==> config.mk <==
export PLATFORM = sky130hd
export DESIGN_NAME = pdt_cell
export DESIGN_NICKNAME = d
export VERILOG_FILES = /design/src/rtl/pdt_pkg.sv /design/src/rtl/pdt_cell.sv
export SDC_FILE = /design/constraint.sdc
export NUM_CORES = 1
export LEC_CHECK = 0
export BUFFER_PORTS_ARGS = -buffer_cell sky130_fd_sc_hd__buf_4
export CAP_MARGIN = 40
export CORE_AREA = 2 2 202 204
export CTS_BUF_LIST = sky130_fd_sc_hd__clkbuf_4 sky130_fd_sc_hd__clkbuf_8
export CTS_CLUSTER_SIZE = 8
export DETAILED_ROUTE_END_ITERATION = 6
export DIE_AREA = 0 0 204 206
export HOLD_SLACK_MARGIN = 0.1
export PLACE_DENSITY = 0.63
export SYNTH_ARGS = -nofsm -noshare
export SYNTH_HDL_FRONTEND = slang
export SYNTH_SLANG_ARGS = --single-unit
==> constraint.sdc <==
create_clock -name clk -period 8.9 [get_ports clk]
set_input_delay 0.89 -clock clk [delete_from_list [all_inputs] [get_ports clk]]
set_output_delay 0.89 -clock clk [all_outputs]
set_load 0.005 [all_outputs]
==> src/rtl/pdt_pkg.sv <==
// Shared types and constants for the XOR-distance peer table.
// Used by the scan cells, the top level and the port checker.
package pdt_pkg;

	localparam int IdBitsDefault = 64;
	localparam int TableSlotsDefault = 64;
	localparam int IdW = 64;

	localparam logic [2:0] CMD_ADD     = 3'd0;
	localparam logic [2:0] CMD_HAS     = 3'd1;
	localparam logic [2:0] CMD_REMOVE  = 3'd2;
	localparam logic [2:0] CMD_CLOSEST = 3'd3;
	localparam logic [2:0] CMD_LEVEL   = 3'd4;
	localparam logic [2:0] CMD_TARGET  = 3'd5;

	localparam logic [1:0] STAT_OK   = 2'd0;
	localparam logic [1:0] STAT_FULL = 2'd1;
	localparam logic [1:0] STAT_NONE = 2'd2;

	localparam logic [2:0] REG_LOCAL_ID = 3'd0;

	// Search token handed from cell to cell along the table.
	typedef struct packed {
		logic           vld;
		logic [2:0]     cmd;
		logic [IdW-1:0] pid;
		logic [IdW-1:0] exc;
		logic           hit;
		logic [IdW-1:0] best;
		logic [IdW-1:0] best_d;
	} tok_t;

endpackage

==> src/rtl/pdt_cell.sv <==
// One table slot: holds an id and its valid bit, updates the passing token.
// Depends on pdt_pkg.
module pdt_cell (
	input  logic          clk,
	input  logic          arst_n,
	input  pdt_pkg::tok_t tok_in,
	output pdt_pkg::tok_t tok_out
);

	logic [pdt_pkg::IdW-1:0] id_q;
	logic                    valid_q;
	pdt_pkg::tok_t           tok_s1;
	pdt_pkg::tok_t           nxt;
	logic                    wr_en;
	logic                    clr_en;
	logic                    match;
	logic                    qual;
	logic [pdt_pkg::IdW-1:0] gap;

	assign match = valid_q && (id_q == tok_in.pid);
	assign qual  = valid_q && (id_q != '0) && (id_q != tok_in.exc);
	assign gap   = id_q ^ tok_in.pid;

	always_comb begin
		nxt    = tok_in;
		wr_en  = 1'b0;
		clr_en = 1'b0;
		if (tok_in.vld) begin
			case (tok_in.cmd)
				pdt_pkg::CMD_ADD: begin
					if (!tok_in.hit && !valid_q) begin
						nxt.hit = 1'b1;
						wr_en   = 1'b1;
					end
				end
				pdt_pkg::CMD_HAS: begin
					if (match) begin
						nxt.hit = 1'b1;
					end
				end
				pdt_pkg::CMD_REMOVE: begin
					if (!tok_in.hit && match) begin
						nxt.hit = 1'b1;
						clr_en  = 1'b1;
					end
				end
				pdt_pkg::CMD_CLOSEST: begin
					if (qual && (!tok_in.hit || gap < tok_in.best_d)) begin
						nxt.hit    = 1'b1;
						nxt.best   = id_q;
						nxt.best_d = gap;
					end
				end
				default: begin
				end
			endcase
		end
	end

	always_ff @(posedge clk or negedge arst_n) begin
		if (!arst_n) begin
			valid_q <= 1'b0;
			tok_s1  <= '0;
		end else begin
			tok_s1 <= nxt;
			if (wr_en) begin
				valid_q <= 1'b1;
			end else if (clr_en) begin
				valid_q <= 1'b0;
			end
		end
	end

	always_ff @(posedge clk) begin
		if (wr_en) begin
			id_q <= tok_in.pid;
		end
	end

	assign tok_out = tok_s1;

endmodule

* Word-level counts from Yosys, hierarchy flattened
Cells that the tools add are included.
Cells by class: $lt $le $gt $ge 1, eq/ne operators 5, multiplexer cells 15, bitwise gates (word level) 1, reductions and logical operators 12
Operators with widths (number):
- $mux W129 | 2
- $mux W128 | 1
- $eq A64 B64 Y1 | 1
- $lt A64 B64 Y1 | 1
- $ne A64 B64 Y1 | 1
- $reduce_bool A64 Y1 | 1
- $xor A64 B64 Y64 | 1
- $mux W1 | 11
- $eq A3 B2 Y1 const B | 2
- $logic_and A1 B1 Y1 | 6
- $pmux W1 S4 | 1
- $eq A3 B1 Y1 const B | 1
- $logic_not A3 Y1 | 1
- $logic_not A1 Y1 | 2
- $reduce_bool A2 Y1 | 1
- $logic_or A1 B1 Y1 | 1
Storage, ports and cells: flip-flop bits (word level) 326, bits of input ports 263, output and inout bits 261, logic and storage cells 43

* Longest topological paths before layout
depth after elaboration 8, depth in mapped cells 12, depth with buffers taken out 10

* Least setup slack after synthesis
Ideal clock, no wire load.
path type input to register, start input port tok_in[259] (netlist name), end register id_q[0] (netlist name), enable pin, setup time 565 ps, arrival time 5715 ps, required time 8335 ps, path slack 2621 ps, stages on the path 3, path buffers 0, cell sequence nand2b_1 > or3_1 > nor3_1
On the way: cells in the longest elaborated chain, start to end 3
RTL lines:
- start, declared | line pdt_cell.sv:6 | input pdt_pkg::tok_t tok_in,
- $logic_not A3 Y1 | line pdt_cell.sv:29 | case (tok_in.cmd)
- $mux W1 | line pdt_cell.sv:29
- $mux W1 | line pdt_cell.sv:28 | if (tok_in.vld) begin
- named net wr_en | line pdt_cell.sv:14 | logic wr_en;
- end signal, assigned | line pdt_cell.sv:76 | id_q <= tok_in.pid;
- end, declared | line pdt_cell.sv:10 | logic [pdt_pkg::IdW-1:0] id_q;
The timed path passes the listed nets, and every way through them passes these cells. A chain may end at the register's enable or synchronous reset.

==> out/metrics.csv <==
stage,metric,value,unit
clocking,clock sink count,326,
global_route,global route total overflow,0,
die,I/O Pins,524,
power,Clk pwr share,41.2,%
synthesis,"flops & latches, synth",326,
detailed_routing,final antenna-violating net count,0,
setup_path,worst path arrival time,4.83,ns
synthesis,Syn Nets,1230,
sta,Final Hold Viols,0,
hold_path,Hold Crit Class,input pin to async pin,
synthesis,synth warn,0,
global_route,pin count of the biggest net entering global routing,71,
synthesis,"area leader, netlist",dfrtp_1,
global_route,All-Layer GR Usage,23.3,%
synthesis,Synth Instances,904,
synthesis,Netlist Area Pre-Place,13300,um2
setup_path,critical-path maximum fanout,61,
global_route,vias in the first global route,10200,
power,Comb power frac,12.4,%
synthesis,Synth top area share,49.4,%
finish,share of cells above drive strength 1,42.4,%
die,Die ar.,42000,um2
power,worst vdd ir,0.000149,V
sta,RSZ-0062 raised after global routing,false,
sta,FMAX,231,MHz
finish,n_diodes,0,
placed_design,Port Buffers,523,
detailed_routing,DRT iter0 DRCs,387,
power,Pwr per Cell Area,182,nW/um2
sta,fin. max-slew vios,0,
global_route,antenna violations before repair,1,
finish,nets,1810,
sta,Slew HR,40.5,%
finish,number of fill cells,3656,
finish,Final Util,47.5,%
clocking,Post-CTS Resized,0,
detailed_routing,vias per cell,4.71,
flow_run,max cap viols,0,
power,switching share of power,24.2,%
power,leak pwr,0.00902,uW
setup_path,r2r worst-path depth,10,
synthesis,Avg Inst Size Synth,14.7,um2
setup_path,Critical Path Start Type,flip-flop,
power,P_int,2640,uW
clocking,hold_buf cts,0,
die,Chip Height,206,um
run_status,status,finished clean,
die,core area,40200,um2
sta,Clock Skews,0.0231,ns
detailed_routing,DRC violations left,0,
synthesis,post-synthesis sequential area ratio,63.9,%
power,sequential share of power,46.4,%
sta,min Tclk post-route,4.33,ns
placed_design,hpwl dp,40.4,mm
detailed_routing,WL per Instance,24.1,um
sta,Final setup viols,0,
die,Initial Utilization,33.0,%
detailed_routing,Routed WL,49.6,mm
clocking,"CTS clk-pin slew, worst paths",0.06,ns
finish,Layout area overhead,43.9,%
die,Die Width,204,um
die,num rows,74,
clocking,Max Root-Sink Buffers,3,
detailed_routing,DR vias,9702,
synthesis,post-synthesis cell type count,44,
sta,Least-Margin Pin Slew,0.892,ns
setup_path,kind of critical path,flip-flop to flip-flop,
clocking,clock latency on the worst-skew pair,0.64,ns
global_route,first-pass GRT wire length,69.6,mm
clocking,CTS tree,built,
clocking,CTS Buf Count,54,
setup_path,CP endpoint kind,flip-flop,
synthesis,synth top area cells,"dfrtp_1, edfxtp_1, mux2_1",
detailed_routing,drt first pass iters,4,
clocking,root buf cell,clkbuf_8,
sta,final setup TNS,0,ns
clocking,Post-CTS Setup Inserts,0,
sta,final cycle utilization of the critical path,48.6,%
setup_path,CP Data Required Time,9.40,ns
power,Sw Pwr,843,uW
clocking,Clock H-tree levels,2,
placed_design,gpl congestion,0.836,
## layer usage
metal / GRT usage, % / share of wire (%) / vias up
li1: - / - / 4368
met1: 29.7 / 41 / 4841
met2: 39.3 / 49 / 419
met3: 6.12 / 7.0 / 72
met4: 6.68 / 2.5 / 2
met5: 0 / 0.026 / -
## layout make-up
class	count	area, um2	area share (%)
sequential	326	8480	44.4
multi-input combinational	495	4400	23.1
timing repair buffer	538	4090	21.4
clock buffer	93	1140	5.95
tap	532	666	3.49
inverter	69	259	1.36
clock inverter	6	62.6	0.328
## synthesized netlist by cell type, drive strengths merged
master,n
a2111oi,1
a211oi,2
a21boi,1
a21oi,28
a221oi,1
a2bb2oi,1
a31oi,1
and4,3
and4b,2
and4bb,1
buf,14
dfrtp,262
edfxtp,64
ha,63
inv,69
mux2,126
mux2i,2
nand2,15
nand2b,1
nand3,6
nand3b,1
nand4,18
nand4b,1
nor2,11
nor3,5
nor4,51
o2111ai,1
o211ai,2
o21a,1
o21ai,13
o21bai,1
o221ai,2
o22ai,1
o2bb2ai,1
o311a,1
o311ai,1
or3,1
or3b,1
xnor2,2
xor2,126
## power groups by stage
stage | clock network, uW | registers [uW] | logic [uW]
2_1_floorplan | 0 | 1650 | 120
5_1_grt | 1540 | 1620 | 474
3_3_place_gp | 0 | 1640 | 429
6_report | 1430 | 1610 | 431
3_5_place_dp | 0 | 1640 | 437
4_1_cts | 1470 | 1610 | 439
## kinds of logic after synthesis
| group | Yosys count | synth area share, % |
|---|---|---|
| compound gates | 59 | 2.64 |
| xor+xnor | 128 | 8.45 |
| fa+ha+maj | 63 | 5.94 |
| buf+inv | 83 | 3.07 |
| flops | 326 | 63.9 |
| mux | 128 | 10.8 |
| simple gates | 117 | 5.13 |
## worst paths after layout
kind | end | startpoint | slack (ns)
min in group clk | tok_out[185] | tok_in[185] | 0.38
worst max register to register | tok_out[124] | id_q[7] | 4.57
worst min register to register | tok_out[122] | id_q[58] | 0.60
worst max-delay path | tok_out[124] | id_q[7] | 4.57
max in group asynchronous | tok_out[210] | arst_n | 6.72
worst min-delay path | tok_out[131] | arst_n | 0.21
## stage by stage
step | hold slack [ns] | std cells | instance area, um2 | power, uW | setup WS [ns]
floorplan | 0.521 | 904 | 13300 | 1770 | 2.62
global placement | 0.572 | 1952 | 17800 | 2070 | 3.52
detailed placement | 0.586 | 1960 | 17900 | 2080 | 3.92
CTS | 0.181 | 2059 | 19100 | 3520 | 4.35
global route | 0.221 | 2059 | 19100 | 3630 | 4.22
finish | 0.211 | 2059 | 19100 | 3480 | 4.57
## state kept, by name (all words and copies together) (netlist names)
signal,flops
id_q,64
tok_out,261
valid_q,1
## layout by cell type, fill, tap and decap left out, drive strengths merged, types with 3 or more instances in the layout
cell type      count
a21oi             28
and4               3
buf              535
clkbuf            93
clkdlybuf4s15      3
clkinvlp           3
dfrtp            262
edfxtp            64
ha                63
inv               69
mux2             126
nand2             15
nand3              6
nand4             18
nor2              11
nor3               5
nor4              51
o21ai             13
xor2             126
## critical path, stage by stage, from the launching register on
cell and delay [ns]:
edfxtp_1 0.50, xor2_1 0.65, ha_1 0.33, nor2_1 0.05, o221ai_1 0.06, a21oi_1 0.09
o21ai_1 0.39, a31oi_1 0.35, o2111ai_4 0.54, buf_4 0.78, mux2_1 0.40
Power figures use the tool's default switching activity.
